[config.mk]
export PLATFORM = sky130hd
export DESIGN_NAME = cpmc_mul
export DESIGN_NICKNAME = d
export VERILOG_FILES = /design/src/rtl/cpmc_pkg.sv /design/src/rtl/cpmc_mul.sv
export SDC_FILE = /design/constraint.sdc
export NUM_CORES = 1
export LEC_CHECK = 0
export ABC_AREA = 1
export BUFFER_PORTS_ARGS = -buffer_cell sky130_fd_sc_hd__buf_4
export CAP_MARGIN = 20
export CORE_ASPECT_RATIO = 1.2
export CORE_MARGIN = 2
export CORE_UTILIZATION = 45
export DETAILED_ROUTE_END_ITERATION = 10
export GPL_TIMING_DRIVEN = 0
export PLACE_DENSITY_LB_ADDON = 0.15
export REMOVE_ABC_BUFFERS = 1
export SLEW_MARGIN = 20
export SYNTH_ARGS = -nofsm -noshare
export SYNTH_HDL_FRONTEND = slang
export SYNTH_SLANG_ARGS = --single-unit
[constraint.sdc]
create_clock -name clk -period 5.3 [get_ports clk]
set_input_delay 1.06 -clock clk [delete_from_list [all_inputs] [get_ports clk]]
set_output_delay 1.06 -clock clk [all_outputs]
set_load 0.005 [all_outputs]
[src/rtl/cpmc_pkg.sv]
// ----------------------------------------------------------------------------
// cpmc_pkg
// widths, reset values, register indexes and controller states shared by the
// cascaded position/speed controller
// ----------------------------------------------------------------------------
package cpmc_pkg;

    // word fields
    localparam int TARGET_W    = 7;
    localparam int COUNT_W     = 16;
    localparam int DRIVE_W     = 32;

    // configuration port
    localparam int CFG_INDEX_W = 3;
    localparam int CFG_DATA_W  = 16;

    // configuration register widths
    localparam int STEPS_W     = 15;
    localparam int GAIN_W      = 8;
    localparam int IGAIN_W     = 16;
    localparam int ILIM_W      = 16;
    localparam int CUTOFF_W    = 8;
    localparam int OFFSET_W    = 12;
    localparam int JITTER_W    = 8;

    // internal datapath widths
    localparam int DIVIDEND_W  = 22;                  // |count| * 100 < 2^22
    localparam int SUM_W       = 32;
    localparam int MAG_W       = 32;
    localparam int IPROD_W     = MAG_W + IGAIN_W;
    localparam int SPROD_W     = MAG_W + GAIN_W;
    localparam int E_W         = 24;
    localparam int ICL_W       = ILIM_W + 2;
    localparam int SPD_W       = 23;
    localparam int BASE_W      = 24;
    localparam int SREF_W      = 34;
    localparam int DIFF_W      = 35;
    localparam int U_W         = 42;

    // reset values
    localparam logic [STEPS_W-1:0]  TOTAL_STEPS_RST  = STEPS_W'(8192);
    localparam logic [GAIN_W-1:0]   POS_GAIN_RST     = GAIN_W'(6);
    localparam logic [IGAIN_W-1:0]  IGAIN_RST        = IGAIN_W'(492);
    localparam logic [ILIM_W-1:0]   ILIM_RST         = ILIM_W'(2000);
    localparam logic [CUTOFF_W-1:0] CUTOFF_RST       = CUTOFF_W'(20);
    localparam logic [GAIN_W-1:0]   SPEED_GAIN_RST   = GAIN_W'(15);
    localparam logic [OFFSET_W-1:0] OFFSET_RST       = OFFSET_W'(700);
    localparam logic [JITTER_W-1:0] JITTER_RST       = JITTER_W'(2);

    typedef enum logic [CFG_INDEX_W-1:0] {
        REG_TOTAL_STEPS      = 3'd0,
        REG_POS_GAIN         = 3'd1,
        REG_INTEGRAL_GAIN    = 3'd2,
        REG_INTEGRAL_LIMIT   = 3'd3,
        REG_INTEGRAL_CUTOFF  = 3'd4,
        REG_SPEED_GAIN       = 3'd5,
        REG_DEAD_ZONE_OFFSET = 3'd6,
        REG_JITTER_BAND      = 3'd7
    } cfg_reg_t;

    typedef enum logic [3:0] {
        ST_IDLE,
        ST_DIV,
        ST_ERR,
        ST_PSTART,
        ST_PMUL,
        ST_SREF,
        ST_SSTART,
        ST_SMUL,
        ST_DRIVE,
        ST_SHAPE,
        ST_DONE
    } cpmc_state_t;

endpackage

[src/rtl/cpmc_mul.sv]
// ----------------------------------------------------------------------------
// cpmc_mul
// bit-serial shift-add multiplier, one multiplier bit per cycle, unsigned
// ----------------------------------------------------------------------------
module cpmc_mul
    import cpmc_pkg::*;
#(
    parameter int A_W = MAG_W,
    parameter int B_W = GAIN_W
)
(
    input  logic                 clk,
    input  logic                 rst_n,
    input  logic                 start,
    input  logic [A_W-1:0]       a,
    input  logic [B_W-1:0]       b,
    output logic                 busy,
    output logic                 last,
    output logic [A_W+B_W-1:0]   product
);

    localparam int CNT_W = $clog2(B_W + 1);

    logic [CNT_W-1:0]     cnt_reg;
    logic [A_W-1:0]       a_reg;
    logic [A_W+B_W-1:0]   acc_reg;
    logic [A_W:0]         part;

    // upper half plus multiplicand when the current multiplier bit is set
    assign part = acc_reg[0] ? ({1'b0, acc_reg[A_W+B_W-1:B_W]} + {1'b0, a_reg})
                             : {1'b0, acc_reg[A_W+B_W-1:B_W]};

    always_ff @(posedge clk or negedge rst_n)
    begin
        if (!rst_n)
        begin
            cnt_reg <= '0;
        end
        else if (start)
        begin
            cnt_reg <= CNT_W'(B_W);
        end
        else if (busy)
        begin
            cnt_reg <= cnt_reg - 1'b1;
        end
    end

    always_ff @(posedge clk)
    begin
        if (start)
        begin
            a_reg   <= a;
            acc_reg <= {{A_W{1'b0}}, b};
        end
        else if (busy)
        begin
            acc_reg <= {part, acc_reg[B_W-1:1]};
        end
    end

    assign busy    = cnt_reg != '0;
    assign last    = cnt_reg == CNT_W'(1);
    assign product = acc_reg;

endmodule

* After elaboration in Yosys (flattened, before gate mapping)
Cells that the tools add are included.
** Storage, ports and cells
- Bits in registers :: 76
- Word-level logic and storage cells :: 14
** Cells by class
- Add/sub/neg operators :: 2
- Eq/ne operators :: 1
- Mux-type cells :: 5
- Reduce and logical (&&, ||, !) cells :: 2
** Operators by type and width (count)
- adder 32 x 32 -> 33 bit :: 1
- two-way mux 33 bit :: 1
- two-way mux 8 bit :: 2
- two-way mux 4 bit :: 2
- equality test 4 x 1 -> 1 bit, second input constant :: 1
- nonzero test 4 bit :: 1
- subtractor 4 x 1 -> 4 bit, second input constant :: 1
- nonzero test 2 bit :: 1

* Logic depth before layout (Yosys ltp)
- Depth in word-level cells :: 4
- Gate-level depth with buffers :: 14
- Gate-level depth less buffers :: 14

* Least setup slack after synthesis
Ideal clock, no wire load.
- Path kind :: register to output
- From :: register cnt_reg[0]
- To :: output port busy
- Arrival :: 0.998 ns
- Required time :: 4.240 ns
- Path slack :: 3.242 ns
- Cell stages (with the launch flop) :: 5
- Path buffers :: 1
- Cell sequence :: dfrtp_1 inv_1 ha_1 nand2_1 clkbuf_1
** Between the ends
- Word-level cells in the longest chain between the ends :: 1
** Ends and longest elaborated chain
- start: declaration :: RTL line cpmc_mul.sv:24 : logic [CNT_W-1:0] cnt_reg;
- start signal: assignment :: RTL line cpmc_mul.sv:41 : cnt_reg <= CNT_W'(B_W);
- start signal: assignment :: RTL line cpmc_mul.sv:45 : cnt_reg <= cnt_reg - 1'b1;
- nonzero test 4 bit :: RTL line cpmc_mul.sv:62 : assign busy = cnt_reg != '0;
- end: declaration :: RTL line cpmc_mul.sv:17 : output logic busy,
No other way between the ends.

==> flow_metrics.env <==
export IMPL_cp_required_ns=5.56
export IMPL_instances_no_fill=996
export IMPL_period_needed_ns=2.75
export IMPL_cts_sinks=76
export IMPL_clk_insertion_delay_late_ns=0.35
export IMPL_multi_input_area_um2=2720
export IMPL_area_growth_pct=21.7
export IMPL_outcome="complete, no violations"
export IMPL_ys_warn_count=0
export IMPL_largest_reg_flops=40
export IMPL_worstSetupStartpointType="input pin"
export IMPL_yosysMostFrequentCell="nand2_1"
export IMPL_synthTopCellsByArea="edfxtp_1, nand2_1, dfxtp_1"
export IMPL_ctsRootBufferMaster="clkbuf_16"
export IMPL_met2_usage=0.427
export IMPL_numCtsBuffers=9
export IMPL_max_slew_margin_rel=0.359
export IMPL_ys_async_sr_fraction=0.0526
export IMPL_setup_violations_final=0
export IMPL_postSynthCellCount=751
export IMPL_synth_compound_area_share=0.105
export IMPL_drt_iter0_drc=182
export IMPL_chipWidth_um=102
export IMPL_crit_fanout=46
export IMPL_row_count=43
export IMPL_clock_skew_ns=0.00900
export IMPL_grt_total_usage=0.246
export IMPL_cts_clk_slew_worst_paths_ns=0.06
export IMPL_grt_pass1_wl_um=23100
export IMPL_cts_hold_buf=0
export IMPL_nFillCells=1156
export IMPL_cap_violations=0
export IMPL_rsz0062_at_grt="no"
export IMPL_hold_violations=0
export IMPL_die_area_um2=12500
export IMPL_synth_seq_area_share=0.373
export IMPL_drt_wl_total_um=14400
export IMPL_cts_tree="done"
export IMPL_synthXorXnorAreaFrac=0.0252
export IMPL_dp_hpwl_um=11200
export IMPL_synth_edf_count=40
export IMPL_initial_core_util=0.457
export IMPL_busiest_layer="met2"
export IMPL_viasPerCell=4.81
export IMPL_synth_top_family_by_area="simple AND/OR/NAND/NOR gates"
export IMPL_cts_max_level=3
export IMPL_gp_congestion=0.877
export IMPL_syn_area_um2=5210
export IMPL_synth_distinct_cells=38
export IMPL_slew_viol_final=0
export IMPL_cts_resized=0
export IMPL_synth_area_leader_cell="edfxtp_1"
export IMPL_vias=4790
export IMPL_io_pin_count=85
export IMPL_synth_top_area_frac=0.231
export IMPL_crit_type="input pin to flop"
export IMPL_p_leak_uw=0.00332
export IMPL_drive_above_1_share=0.172
export IMPL_use_met3=0.0453
export IMPL_avgSynthCellArea_um2=6.93
export IMPL_antenna_left=0
export IMPL_crit_start="start"
export IMPL_synth_common_cells="nand2_1, inv_1, nor2_1"
export IMPL_drt_first_pass_iters=5
export IMPL_antenna_found_initial=0
export IMPL_cts_setup_buffers=0
export IMPL_synth_ff_type="edfxtp_1"
export IMPL_fmax_mhz=363
export IMPL_synth_mux_area_fraction=0
export IMPL_synthAdderAreaFrac=0.0855
export IMPL_placed_cells=979
export IMPL_diodes=0
export IMPL_die_h_um=122
export IMPL_worstMarginPinSlew_ns=0.961
export IMPL_regArea_um2=1940
export IMPL_drcViolationCount=0
export IMPL_endpoint_kind="flop"
export IMPL_synthSimpleGateAreaFrac=0.306
export IMPL_clk_path_buf_depth=2
export IMPL_grt_pass1_vias=4639
export IMPL_fin_setup_tns_ns=0
export IMPL_cp_data_arrival_time_ns=3.01
export IMPL_use_met1=0.306
export IMPL_reg2reg_from="cnt_reg[1]"
export IMPL_peakVddDrop_mv=0.253
export IMPL_period_share=0.520
export IMPL_core_area_um2=11400
export IMPL_ys_ff_latch=76
export IMPL_hold_path_class="input pin to async pin"
export IMPL_power_density_nw_per_um2=490
export IMPL_nets=912
export IMPL_portBuffers=84
export IMPL_routedWlPerCell_um=14.5
export IMPL_grt_max_degree=47
export IMPL_final_util=0.556
export IMPL_grt_overflow=0
[report_power, final]
part | switching (uW) | internal (uW) | total [uW] | leakage (uW)
logic | 955 | 615 | 1570 | 0.00246
registers | 124 | 767 | 891 | 0.000714
clock network | 271 | 373 | 644 | 0.000145
total | 1350 | 1760 | 3100 | 0.00332
[cell usage in the layout (no fill, tap or decap), drive strengths merged]
cell	count
or2	1
inv	134
nand3b	1
nand4	3
a21o	1
xnor2	3
edfxtp	40
dfxtp	32
xor2	12
o211ai	2
o21ai	35
a21oi	48
nor3	9
and2	1
nor2	65
a22o	1
fa	1
clkinvlp	2
nand2	265
nand3	37
nor3b	1
a31oi	1
dfrtp	4
o21bai	4
bufinv	1
o22ai	5
ha	34
buf	87
clkbuf	9
[cell families (layout without fill, tap and decap cells)]
group,after synthesis,count (layout)
AO/OA/AOI/OAI,97,97
XOR/XNOR,15,15
adder cells (fa/ha/maj),35,35
buffers and inverters,145,233
flip-flops,76,76
AND/OR/NAND/NOR,383,383
[layout make-up]
| type | count | area share |
|---|---|---|
| Timing Repair Buffer | 87 | 0.109 |
| Tap cell | 157 | 0.0310 |
| Multi-Input combinational cell | 530 | 0.428 |
| Inverter | 130 | 0.0770 |
| Clock inverter | 7 | 0.0130 |
| Clock buffer | 9 | 0.0355 |
| Sequential cell | 76 | 0.306 |
[final timing paths]
kind,to,slack (ns),cells past startpoint
worst max-delay path,product[19],2.55,5
worst min-delay path,cnt_reg[1],0.49,1
worst max register to register,product[19],2.57,7
worst min register to register,product[31],0.49,2
max in group asynchronous,cnt_reg[3],4.71,1
min in group clk,product[31],0.49,2
[per-layer routing]
metal | wire [um] | up-vias | part of all wire
met3 | 536 | 12 | 0.037
met5 | 0 | - | 0
met1 | 6370 | 2157 | 0.44
met4 | 277 | 0 | 0.019
met2 | 7260 | 85 | 0.50
li1 | - | 2536 | -
[worst max-delay path: stages]
cell     delay [ns]
buf_4          0.30
nor2_2         0.68
inv_1          0.48
buf_16         0.29
o21ai_0        0.18
[stage by stage]
stage / instance area, um2 / power (uW) / setup WS (ns) / hold slack [ns]
after floorplan: 5140 / 1930 / 3.11 / 0.477
after global placement: 5970 / 2430 / 1.63 / 0.475
after detailed placement: 6000 / 2470 / 2.01 / 0.486
after CTS: 6310 / 3130 / 2.42 / 0.480
after global routing: 6340 / 3390 / 2.40 / 0.474
final: 6340 / 3100 / 2.55 / 0.493
No activity file was read; power rests on OpenSTA's default activity.
