--- src/rtl/cpmc_pkg.sv ---
// ----------------------------------------------------------------------------
// cpmc_pkg
// widths, reset values, register indexes and controller states shared by the
// cascaded position/speed controller
// ----------------------------------------------------------------------------
package cpmc_pkg;

    // word fields
    localparam int TARGET_W    = 7;
    localparam int COUNT_W     = 16;
    localparam int DRIVE_W     = 32;

    // configuration port
    localparam int CFG_INDEX_W = 3;
    localparam int CFG_DATA_W  = 16;

    // configuration register widths
    localparam int STEPS_W     = 15;
    localparam int GAIN_W      = 8;
    localparam int IGAIN_W     = 16;
    localparam int ILIM_W      = 16;
    localparam int CUTOFF_W    = 8;
    localparam int OFFSET_W    = 12;
    localparam int JITTER_W    = 8;

    // internal datapath widths
    localparam int DIVIDEND_W  = 22;                  // |count| * 100 < 2^22
    localparam int SUM_W       = 32;
    localparam int MAG_W       = 32;
    localparam int IPROD_W     = MAG_W + IGAIN_W;
    localparam int SPROD_W     = MAG_W + GAIN_W;
    localparam int E_W         = 24;
    localparam int ICL_W       = ILIM_W + 2;
    localparam int SPD_W       = 23;
    localparam int BASE_W      = 24;
    localparam int SREF_W      = 34;
    localparam int DIFF_W      = 35;
    localparam int U_W         = 42;

    // reset values
    localparam logic [STEPS_W-1:0]  TOTAL_STEPS_RST  = STEPS_W'(8192);
    localparam logic [GAIN_W-1:0]   POS_GAIN_RST     = GAIN_W'(6);
    localparam logic [IGAIN_W-1:0]  IGAIN_RST        = IGAIN_W'(492);
    localparam logic [ILIM_W-1:0]   ILIM_RST         = ILIM_W'(2000);
    localparam logic [CUTOFF_W-1:0] CUTOFF_RST       = CUTOFF_W'(20);
    localparam logic [GAIN_W-1:0]   SPEED_GAIN_RST   = GAIN_W'(15);
    localparam logic [OFFSET_W-1:0] OFFSET_RST       = OFFSET_W'(700);
    localparam logic [JITTER_W-1:0] JITTER_RST       = JITTER_W'(2);

    typedef enum logic [CFG_INDEX_W-1:0] {
        REG_TOTAL_STEPS      = 3'd0,
        REG_POS_GAIN         = 3'd1,
        REG_INTEGRAL_GAIN    = 3'd2,
        REG_INTEGRAL_LIMIT   = 3'd3,
        REG_INTEGRAL_CUTOFF  = 3'd4,
        REG_SPEED_GAIN       = 3'd5,
        REG_DEAD_ZONE_OFFSET = 3'd6,
        REG_JITTER_BAND      = 3'd7
    } cfg_reg_t;

    typedef enum logic [3:0] {
        ST_IDLE,
        ST_DIV,
        ST_ERR,
        ST_PSTART,
        ST_PMUL,
        ST_SREF,
        ST_SSTART,
        ST_SMUL,
        ST_DRIVE,
        ST_SHAPE,
        ST_DONE
    } cpmc_state_t;

endpackage

--- src/rtl/cpmc_div.sv ---
// ----------------------------------------------------------------------------
// cpmc_div
// bit-serial restoring divider, one quotient bit per cycle, unsigned
// ----------------------------------------------------------------------------
module cpmc_div
    import cpmc_pkg::*;
#(
    parameter int NUM_W = DIVIDEND_W,
    parameter int DEN_W = STEPS_W
)
(
    input  logic             clk,
    input  logic             rst_n,
    input  logic             start,
    input  logic [NUM_W-1:0] dividend,
    input  logic [DEN_W-1:0] divisor,
    output logic             busy,
    output logic             last,
    output logic [NUM_W-1:0] quotient
);

    localparam int CNT_W = $clog2(NUM_W + 1);

    logic [CNT_W-1:0] cnt_reg;
    logic [NUM_W-1:0] quo_reg;
    logic [DEN_W-1:0] rem_reg;
    logic [DEN_W-1:0] den_reg;
    logic [DEN_W:0]   trial;
    logic             fits;

    // shift next dividend bit into the partial remainder and try the subtract
    assign trial = {rem_reg, quo_reg[NUM_W-1]};
    assign fits  = trial >= {1'b0, den_reg};

    always_ff @(posedge clk or negedge rst_n)
    begin
        if (!rst_n)
        begin
            cnt_reg <= '0;
        end
        else if (start)
        begin
            cnt_reg <= CNT_W'(NUM_W);
        end
        else if (busy)
        begin
            cnt_reg <= cnt_reg - 1'b1;
        end
    end

    always_ff @(posedge clk)
    begin
        if (start)
        begin
            quo_reg <= dividend;
            rem_reg <= '0;
            den_reg <= divisor;
        end
        else if (busy)
        begin
            quo_reg <= {quo_reg[NUM_W-2:0], fits};
            rem_reg <= fits ? DEN_W'(trial - {1'b0, den_reg}) : trial[DEN_W-1:0];
        end
    end

    assign busy     = cnt_reg != '0;
    assign last     = cnt_reg == CNT_W'(1);
    assign quotient = quo_reg;

endmodule

--- config.mk ---
export PLATFORM = sky130hd
export DESIGN_NAME = cpmc_div
export DESIGN_NICKNAME = d
export VERILOG_FILES = /design/src/rtl/cpmc_pkg.sv /design/src/rtl/cpmc_div.sv
export SDC_FILE = /design/constraint.sdc
export NUM_CORES = 1
export LEC_CHECK = 0
export BUFFER_PORTS_ARGS = -buffer_cell sky130_fd_sc_hd__buf_2
export CAP_MARGIN = 20
export CORE_MARGIN = 2
export CORE_UTILIZATION = 35
export CTS_CLUSTER_DIAMETER = 120
export CTS_CLUSTER_SIZE = 20
export DETAILED_ROUTE_END_ITERATION = 12
export SLEW_MARGIN = 40
export SYNTH_ARGS = -nofsm -noshare
export SYNTH_HDL_FRONTEND = slang
export SYNTH_SLANG_ARGS = --single-unit
--- constraint.sdc ---
create_clock -name clk -period 4.05 [get_ports clk]
set_input_delay 0.405 -clock clk [delete_from_list [all_inputs] [get_ports clk]]
set_output_delay 0.405 -clock clk [all_outputs]
set_load 0.01 [all_outputs]
* Word-level counts from Yosys, hierarchy flattened
Index checks and enable logic that the tools add are counted.
** Word-level totals
- Bits in registers :: 57
- Bits of input ports :: 40
- Output and inout port bits :: 24
- Word-level logic and storage cells :: 15
** Cells by class
- Add/sub/neg operators :: 2
- $lt $le $gt $ge :: 1
- Equality and inequality tests :: 1
- Muxes and demuxes :: 5
- Reductions and logical operators :: 2
** Operators by type and width (count)
- 2-to-1 mux 22 bit :: 2
- greater-or-equal comparator 16 x 15 -> 1 bit :: 1
- 2-to-1 mux 15 bit :: 1
- subtractor 15 bit :: 1
- 2-to-1 mux 5 bit :: 2
- == test 5 x 1 -> 1 bit, second input constant :: 1
- nonzero test 5 bit :: 1
- subtractor 5 x 1 -> 5 bit, second input constant :: 1
- nonzero test 2 bit :: 1

* Depth between registers and ports, before layout
Gate-level depths: netlist of run 1.
- Depth in word-level cells :: 3
- Mapped depth :: 10
- Gate-level depth less buffers :: 9

* Worst setup path before layout of run 1
OpenSTA, ideal clock, no wires.
- Kind :: flip-flop to flip-flop
- Start point :: reg quo_reg[21], in the netlist quotient[21]
- End point :: reg rem_reg[12]
- Setup time :: 0.091 ns
- Data arrival time :: 2.445 ns
- Data required time :: 3.959 ns
- Setup slack :: 1.514 ns
- Cell stages (with the launch flop) :: 10
- Buffers on the path :: 0
- Period minus slack after synthesis :: 2.536 ns
- Cell sequence :: edfxtp_1 -> inv_1 -> ha_1 -> fa_1 -> nand2b_1 -> a21o_1 -> a311o_1 -> a21o_1 -> a221o_1 -> a311oi_1
** On the way
- Word-level cells in the longest chain between the ends :: 2
- Elaborated cells between the ends (all ways) :: 3
- Classes of those cells :: add/sub: 1; order compare: 1; mux: 1
** Ends and longest elaborated chain
- start, declared :: RTL line cpmc_div.sv:25 : logic [NUM_W-1:0] quo_reg;
- start signal, assigned :: RTL line cpmc_div.sv:55 : quo_reg <= dividend;
- start signal, assigned :: RTL line cpmc_div.sv:61 : quo_reg <= {quo_reg[NUM_W-2:0], fits};
- subtractor 15 bit / greater-or-equal comparator 16 x 15 -> 1 bit (equally long branches) :: RTL line cpmc_div.sv:62, cpmc_div.sv:33
- 2-to-1 mux 15 bit (*) :: RTL line cpmc_div.sv:62 : rem_reg <= fits ? DEN_W'(trial - {1'b0, den_reg}) : trial[DEN_W-1:0];
- end signal, assigned :: RTL line cpmc_div.sv:62
- end, declared :: RTL line cpmc_div.sv:26 : logic [DEN_W-1:0] rem_reg;
Every way passes the cells marked *; elsewhere a longest branch is shown, timed or not.
A chain may end at the register's enable or synchronous reset.

* Worst setup path after layout of run 1
- Start point :: reg quo_reg[21], in the netlist quotient[21]
- End point :: reg rem_reg[2]
The elaborated chain is that of the path after synthesis.

==> results of run 1 <==
==> layout by cell type (no fill, tap or decap), types with 2 or more instances in the layout <==
cell type / instances
buf_2: 63
edfxtp_1: 37
nor2_1: 29
inv_1: 25
mux2_2: 23
a21oi_1: 21
ha_1: 18
nand3_1: 15
dfxtp_1: 15
nand2_1: 14
o21ai_0: 13
a311oi_1: 9
clkbuf_8: 9
nor3_1: 8
xnor2_1: 6
or3_1: 5
dfrtp_1: 5
o211ai_1: 4
a21o_1: 4
nor4_1: 4
nand2b_1: 3
a31oi_1: 3
nand3b_1: 3
o221ai_1: 3
and2_1: 2
o21a_1: 2
nand4_1: 2
mux2i_1: 2
a221o_1: 2
o22ai_1: 2
a21boi_0: 2
a211o_1: 2
o311a_1: 2
nor3b_1: 2
bufinv_16: 2
buf_4: 2
==> cell type report <==
type                            instances  area share (%)
Inverter                               26            2.51
Timing Repair Buffer                   66            8.76
Tap cell                              111            3.57
Sequential cell                        57            39.5
Clock inverter                          7            2.41
Multi-Input combinational cell        219            40.0
Clock buffer                            9            3.19
==> metrics by stage <==
step	std cells	power (W)	util, %	cell area, um^2
2_1_floorplan	321	0.00136	-	3270
3_3_place_gp	478	0.00154	39.9	3660
3_5_place_dp	478	0.00155	40.0	3660
4_1_cts	495	0.00215	42.5	3890
5_1_grt	495	0.00229	42.5	3890
6_report	495	0.00214	42.5	3890
==> kinds of logic (layout without fill, tap and decap cells) <==
logic type                 after synthesis  count (layout)  synth area share (%)
muxes                                   25              25                  8.52
DFF                                     57              57                  46.9
buffers and inverters                   45             108                  5.62
adders and majority gates               19              19                  7.49
AOI/OAI and AO/OA                       78              78                  16.3
and+or+nand+nor                         90              90                  13.2
xor gates and xnor gates                 7               7                  1.87
==> how the worst max path moves through the flow <==
stage                           start                        to
2_1_floorplan  quotient[21]$_DFFE_PP_  rem_reg[12]$_SDFFE_PP0P_
3_3_place_gp   quotient[21]$_DFFE_PP_   rem_reg[2]$_SDFFE_PP0P_
3_5_place_dp   quotient[21]$_DFFE_PP_   rem_reg[2]$_SDFFE_PP0P_
4_1_cts        quotient[21]$_DFFE_PP_   rem_reg[2]$_SDFFE_PP0P_
5_1_grt        quotient[21]$_DFFE_PP_   rem_reg[3]$_SDFFE_PP0P_
6_report       quotient[21]$_DFFE_PP_   rem_reg[2]$_SDFFE_PP0P_
==> timing repair <==
| action | 4_1_cts | 5_1_grt |
|---|---|---|
| endpoints found under the hold margin | 5 | 0 |
| gates resized for setup | 0 | 0 |
| hold buffers | 1 | 0 |
==> layer usage <==
metal / vias to the layer above / part of all wire, %
li1: 1300 / -
met1: 1234 / 46
met2: 79 / 47
met3: 9 / 6.0
met4: 0 / 1.2
met5: - / 0
==> power groups by stage <==
stage	Sequential (W)	Clock [W]	Combinational, W
after floorplan	0.000796	0	0.000565
after detailed placement	0.000795	0	0.000755
final	0.000785	0.000595	0.000765
after global routing	0.000798	0.000635	0.000858
after CTS	0.000784	0.000609	0.000760
after global placement	0.000795	0	0.000745
==> results.txt, run 1 <==
Chip Height -> 101 um
Critical R2R Launch -> quotient[21]$_DFFE_PP_
Fill cells -> 879
H-tree Lvls -> 3
Clk Latency, worst-skew pair -> 0.35 ns
Register Area -> 1540 um^2
top_reg_cell synth -> edfxtp_1
switching share of total power -> 34.9%
die width -> 101 um
outcome -> complete, no violations
Remaining DRCs -> 0
Period Utilization, post-route -> 74.7%
hold path start -> divisor[6]
WHS Path Cells -> 1
GRT Resource Usage Total -> 15.9%
most frequent cell after synthesis -> edfxtp_1
# rows -> 35
clk_skew -> 0.00994 ns
pin count of the biggest net entering global routing -> 62
GR Layer Usage met2 -> 25.4%
Cell Int Power -> 0.00140 W
EDFF count, synth -> 37
# IOs -> 64
Post-Synthesis Cells -> 321
worst relative slew slack -> 48.9%
Layout area overhead -> 18.7%
antenna-violating nets left -> 0
footprint of the multi-input gates -> 1560 um^2
Critical Path RT -> 4.30 ns
hold slack final -> 0.231 ns
Iter 0 DRT Violations -> 161
Final TNS setup -> 0 ns
Buf/Inv on CP -> 1
Hold Crit Class -> in2reg
crit end category -> flop
part of the power in registers -> 36.6%
met1 usage -> 20.6%
Initial Util -> 35.8%
post-synthesis sequential area ratio -> 46.9%
RSZ-0062 raised after global routing -> false
area leader, netlist -> edfxtp_1
share of cells above drive strength 1 -> 27.9%
GR peak layer -> met2
power per cell area -> 552 nW/um^2
yosys synthesis warning count -> 0
Post-Syn Area -> 3270 um^2
worst-path maximum fanout -> 14
max reg flops -> 22
NetSw -> 0.000748 W
Largest stage delay, worst path -> 0.63 ns
syn_nets -> 380
final hold vios -> 0
async set or reset register ratio after synthesis -> 8.77%
drt wl/cell -> 15.2 um
CORE AREA -> 9150 um^2
Slowest cell on crit path -> a21oi_2
Clock Sinks -> 57
DP Wirelength -> 5100 um
r2r endpoint -> rem_reg[2]$_SDFFE_PP0P_
postcts setup bufs -> 0
Root Buffer -> clkbuf_8
Logic pwr share -> 35.7%
Max-Cap Viols -> 0
Final GP Congestion -> 0.871
post-synth top area share -> 33.9%
Crit Path Class -> reg2reg
number of diodes -> 0
CP Launch Type -> flop
1st-pass router iterations -> 4
CTS Buf Count -> 9
delay-heaviest family, CP -> compound AO/OA/AOI/OAI gates
PnR worst setup slack -> 1.02 ns
CTS tree -> built
Routed Wire Length -> 7530 um
vias per cell -> 5.30
min cycle time layout -> 3.03 ns
met3 usage -> 4.37%
Seq cells post-synth -> 57
Worst Max-Slew Pin Slew -> 0.766 ns
Min-Delay Endpoint -> den_reg[6]$_DFFE_PP_
CTS max path bufs -> 2
R2R cell count -> 9
critical path depth -> 9
Vias -> 2622
Commonest cells post-synth -> edfxtp_1, nor2_1, inv_1
Peak VDD IR -> 227 uV
Slew Limit Fails -> 0
DIE AREA -> 10100 um^2
R2R setup slack -> 1.02 ns
synth top area cells -> edfxtp_1, dfxtp_1, mux2_2
Worst-path clk slew -> 0.07 ns
grt total ovfl -> 0
Worst EP arrival -> 3.28 ns
DP Worst Slack -> 1.09 ns
f_max -> 0.330 GHz
setup violators final -> 0
post-synthesis cell type count -> 50
Lkg Pwr -> 1.66 nW
port buffer count -> 63
Clock Power Share -> 27.7%
final net count -> 438
crit-path cells -> inv_1 > ha_1 > fa_1 > nand2b_1 > a21o_1 > a311o_1 > a21oi_2 > o21ai_0 > a311oi_1
antenna violations before repair -> 0
first-pass GRT wire length -> 12700 um
post-synthesis area per instance -> 10.2 um^2
vias in the first global route -> 2608
(Power assumes the default switching activity.)
==> run 2: changes to the inputs <==
- ABC_AREA: unset -> 1
- clock period: 4.05 -> 2.52 ns (I/O delays scaled with it)
==> run 2 against run 1 <==
Die area rose by 3.6%. Clock power rose by 29%. Final area rose by 3.7%. Sequential cell count did not move. Combinational power rose by 82%. Final cell count rose by 29%. Setup slack got worse by 0.77 ns. Critical path depth rose by 4.
==> results.txt, run 2 <==
Crit Path Class -> reg2reg
post-synthesis mux area share -> 0% (-8.5 points)
H-tree Lvls -> 3 (unchanged)
Root Buffer -> clkbuf_8
Post-Synth Adder-Cell Area -> 7.22% (-0.27 points)
# IOs -> 64 (unchanged)
# rows -> 35 (unchanged)
most common cell after layout, fill and taps aside -> nand2_1
setup violators final -> 0 (unchanged)
Chip Height -> 102 um (+1.8%)
Slew Limit Fails -> 0 (unchanged)
worst-path maximum fanout -> 28 (+14)
async set or reset register ratio after synthesis -> 8.77% (unchanged)
worst relative slew slack -> 55.2% (+6.3 points)
final hold vios -> 0 (unchanged)
port buffer count -> 63 (unchanged)
Critical Path RT -> 2.76 ns (-1.54 ns)
Commonest cells post-synth -> nand2_1, inv_1, edfxtp_1
Lkg Pwr -> 2.08 nW (+25%)
yosys synthesis warning count -> 0 (unchanged)
Layout area overhead -> 18.7% (about the same)
CP Launch Type -> flop
antenna-violating nets left -> 0 (unchanged)
Routed Wire Length -> 7810 um (+3.7%)
EDFF count, synth -> 37 (unchanged)
Final GP Congestion -> 0.867 (-0.48%)
pin count of the biggest net entering global routing -> 29 (-53%)
first-pass GRT wire length -> 13400 um (+5.8%)
DP Wirelength -> 5700 um (+12%)
CTS tree -> built
DIE AREA -> 10500 um^2 (+3.6%)
min cycle time layout -> 2.27 ns (-0.761 ns)
Post-Syn Area -> 3390 um^2 (+3.7%)
most frequent cells in the layout -> nand2_1, buf_2, inv_1
Clk Latency, worst-skew pair -> 0.34 ns (about the same)
Peak VDD IR -> 290 uV (+28%)
Iter 0 DRT Violations -> 99 (-39%)
CORE AREA -> 9330 um^2 (+1.9%)
Seq cells post-synth -> 57 (unchanged)
Hold Crit Class -> in2reg
post-synthesis cell type count -> 34 (-32%)
vias per cell -> 4.50 (-15%)
Fill cells -> 981 (+12%)
PnR worst setup slack -> 0.254 ns (-0.769 ns)
final net count -> 563 (+29%)
XOR/XNOR Fraction of Synth Area -> 1.81% (-0.067 points)
Max-Cap Viols -> 0 (unchanged)
outcome -> complete, no violations
number of diodes -> 0 (unchanged)
Worst Max-Slew Pin Slew -> 0.671 ns (-0.0945 ns)
main combinational cell family by area after synthesis -> simple AND/OR/NAND/NOR gates
share of cells above drive strength 1 -> 19.8% (-8.0 points)
CTS Buf Count -> 9 (unchanged)
GRT Resource Usage Total -> 16.6% (+0.77 points)
Post-Synthesis Cells -> 434 (+35%)
antenna violations before repair -> 0 (unchanged)
post-synth top area share -> 32.7% (-1.2 points)
Remaining DRCs -> 0 (unchanged)
clk_skew -> 0.00989 ns (-0.0000523 ns)
post-synthesis sequential area ratio -> 45.3% (-1.7 points)
most frequent cell after synthesis -> nand2_1
f_max -> 0.441 GHz (+34%)
crit end category -> flop
Period Utilization, post-route -> 89.9% (+15 points)
vias in the first global route -> 2980 (+14%)
Final TNS setup -> 0 ns (unchanged)
Initial Util -> 36.4% (+0.63 points)
Simple-Gate Fraction of Synth Area -> 33.3% (+20 points)
RSZ-0062 raised after global routing -> false
Vias -> 2871 (+9.5%)
drt wl/cell -> 12.2 um (-20%)
DP Worst Slack -> 0.271 ns (-0.815 ns)
CTS max path bufs -> 2 (unchanged)
1st-pass router iterations -> 4 (unchanged)
Clock Sinks -> 57 (unchanged)
Worst EP arrival -> 2.51 ns (-0.77 ns)
die width -> 102 um (+1.8%)
Worst-path clk slew -> 0.08 ns (about the same)
power per cell area -> 850 nW/um^2 (+54%)
post-synthesis compound-gate area fraction -> 3.94% (-12 points)
area leader, netlist -> edfxtp_1
grt total ovfl -> 0 (unchanged)
post-synthesis area per instance -> 7.82 um^2 (-23%)
synth top area cells -> edfxtp_1, nand2_1, dfxtp_1
syn_nets -> 493 (+30%)
max reg flops -> 22 (unchanged)
top_reg_cell synth -> edfxtp_1
[run 2: timing repair]
item                      CTS  global route
hold endpoints to repair    5             0
resized for setup           0             0
setup buffers               0             0
hold buffers                1             0
[run 2: worst paths after layout]
check	start	end	slack, ns	cells after the start
min in group asynchronous	rst_n	cnt_reg[0]$_DFFE_PN0P_	0.23	2
max in group asynchronous	rst_n	cnt_reg[1]$_DFFE_PN0P_	2.16	2
worst min register to register	rem_reg[14]$_SDFFE_PP0P_	rem_reg[14]$_SDFFE_PP0P_	0.47	2
worst min-delay path	divisor[8]	den_reg[8]$_DFFE_PP_	0.08	1
worst max register to register	quotient[21]$_DFFE_PP_	rem_reg[10]$_SDFFE_PP0P_	0.25	13
worst max-delay path	quotient[21]$_DFFE_PP_	rem_reg[10]$_SDFFE_PP0P_	0.25	13
[run 2: cells by family (layout without fill, tap and decap cells)]
| family | count (synthesis) | in the layout |
|---|---|---|
| flops | 57 | 57 |
| simple gates | 258 | 258 |
| fa+ha+maj | 19 | 19 |
| compound gates | 22 | 22 |
| buf+inv | 71 | 146 |
| xor+xnor | 7 | 7 |
[run 2: per-stage QoR]
| stage | util [%] | std cells | instance area (um^2) | hold slack, ns | power [W] |
|---|---|---|---|---|---|
| final | 43.2 | 638 | 4030 | 0.0778 | 0.00343 |
| after global routing | 43.2 | 638 | 4030 | 0.0593 | 0.00372 |
| after CTS | 43.2 | 638 | 4030 | 0.0582 | 0.00346 |
| after detailed placement | 41.2 | 621 | 3850 | 0.0690 | 0.00267 |
| after global placement | 41.2 | 621 | 3850 | 0.0740 | 0.00265 |
| after floorplan | - | 434 | 3390 | -0.0436 | 0.00239 |
[run 2: cell type report]
class                           count  area, um^2  share of cell area, %
Tap cell                          129         161                   4.00
Sequential cell                    57        1540                   38.1
Inverter                           62         233                   5.77
Timing Repair Buffer               68         355                   8.82
Multi-Input combinational cell    306        1570                   39.0
Clock inverter                      6        45.0                   1.12
Clock buffer                       10         128                   3.17
[run 2: where the power goes]
part           total, W  switching (W)  internal (W)
combinational   0.00139       0.000875      0.000518
clock          0.000768       0.000411      0.000358
sequential      0.00126       0.000108       0.00116
[run 2: critical path, cell delays in order, from the launching register on]
cell and delay (ns):
edfxtp_1 0.38, inv_1 0.05, ha_1 0.22, fa_1 0.41, inv_1 0.09, nand3_1 0.08
nand2_2 0.12, nand2_1 0.06, nand2_1 0.11, nand2_2 0.10, nand3_4 0.27, nand3_1 0.13
nand3_1 0.10, nand2_1 0.05
[run 2: per-layer routing]
metal / routed length (um) / track usage (%)
met1: 3570 / 19.7
met2: 3620 / 27.9
met3: 535 / 6.16
met4: 89 / 5.64
met5: 0 / 0
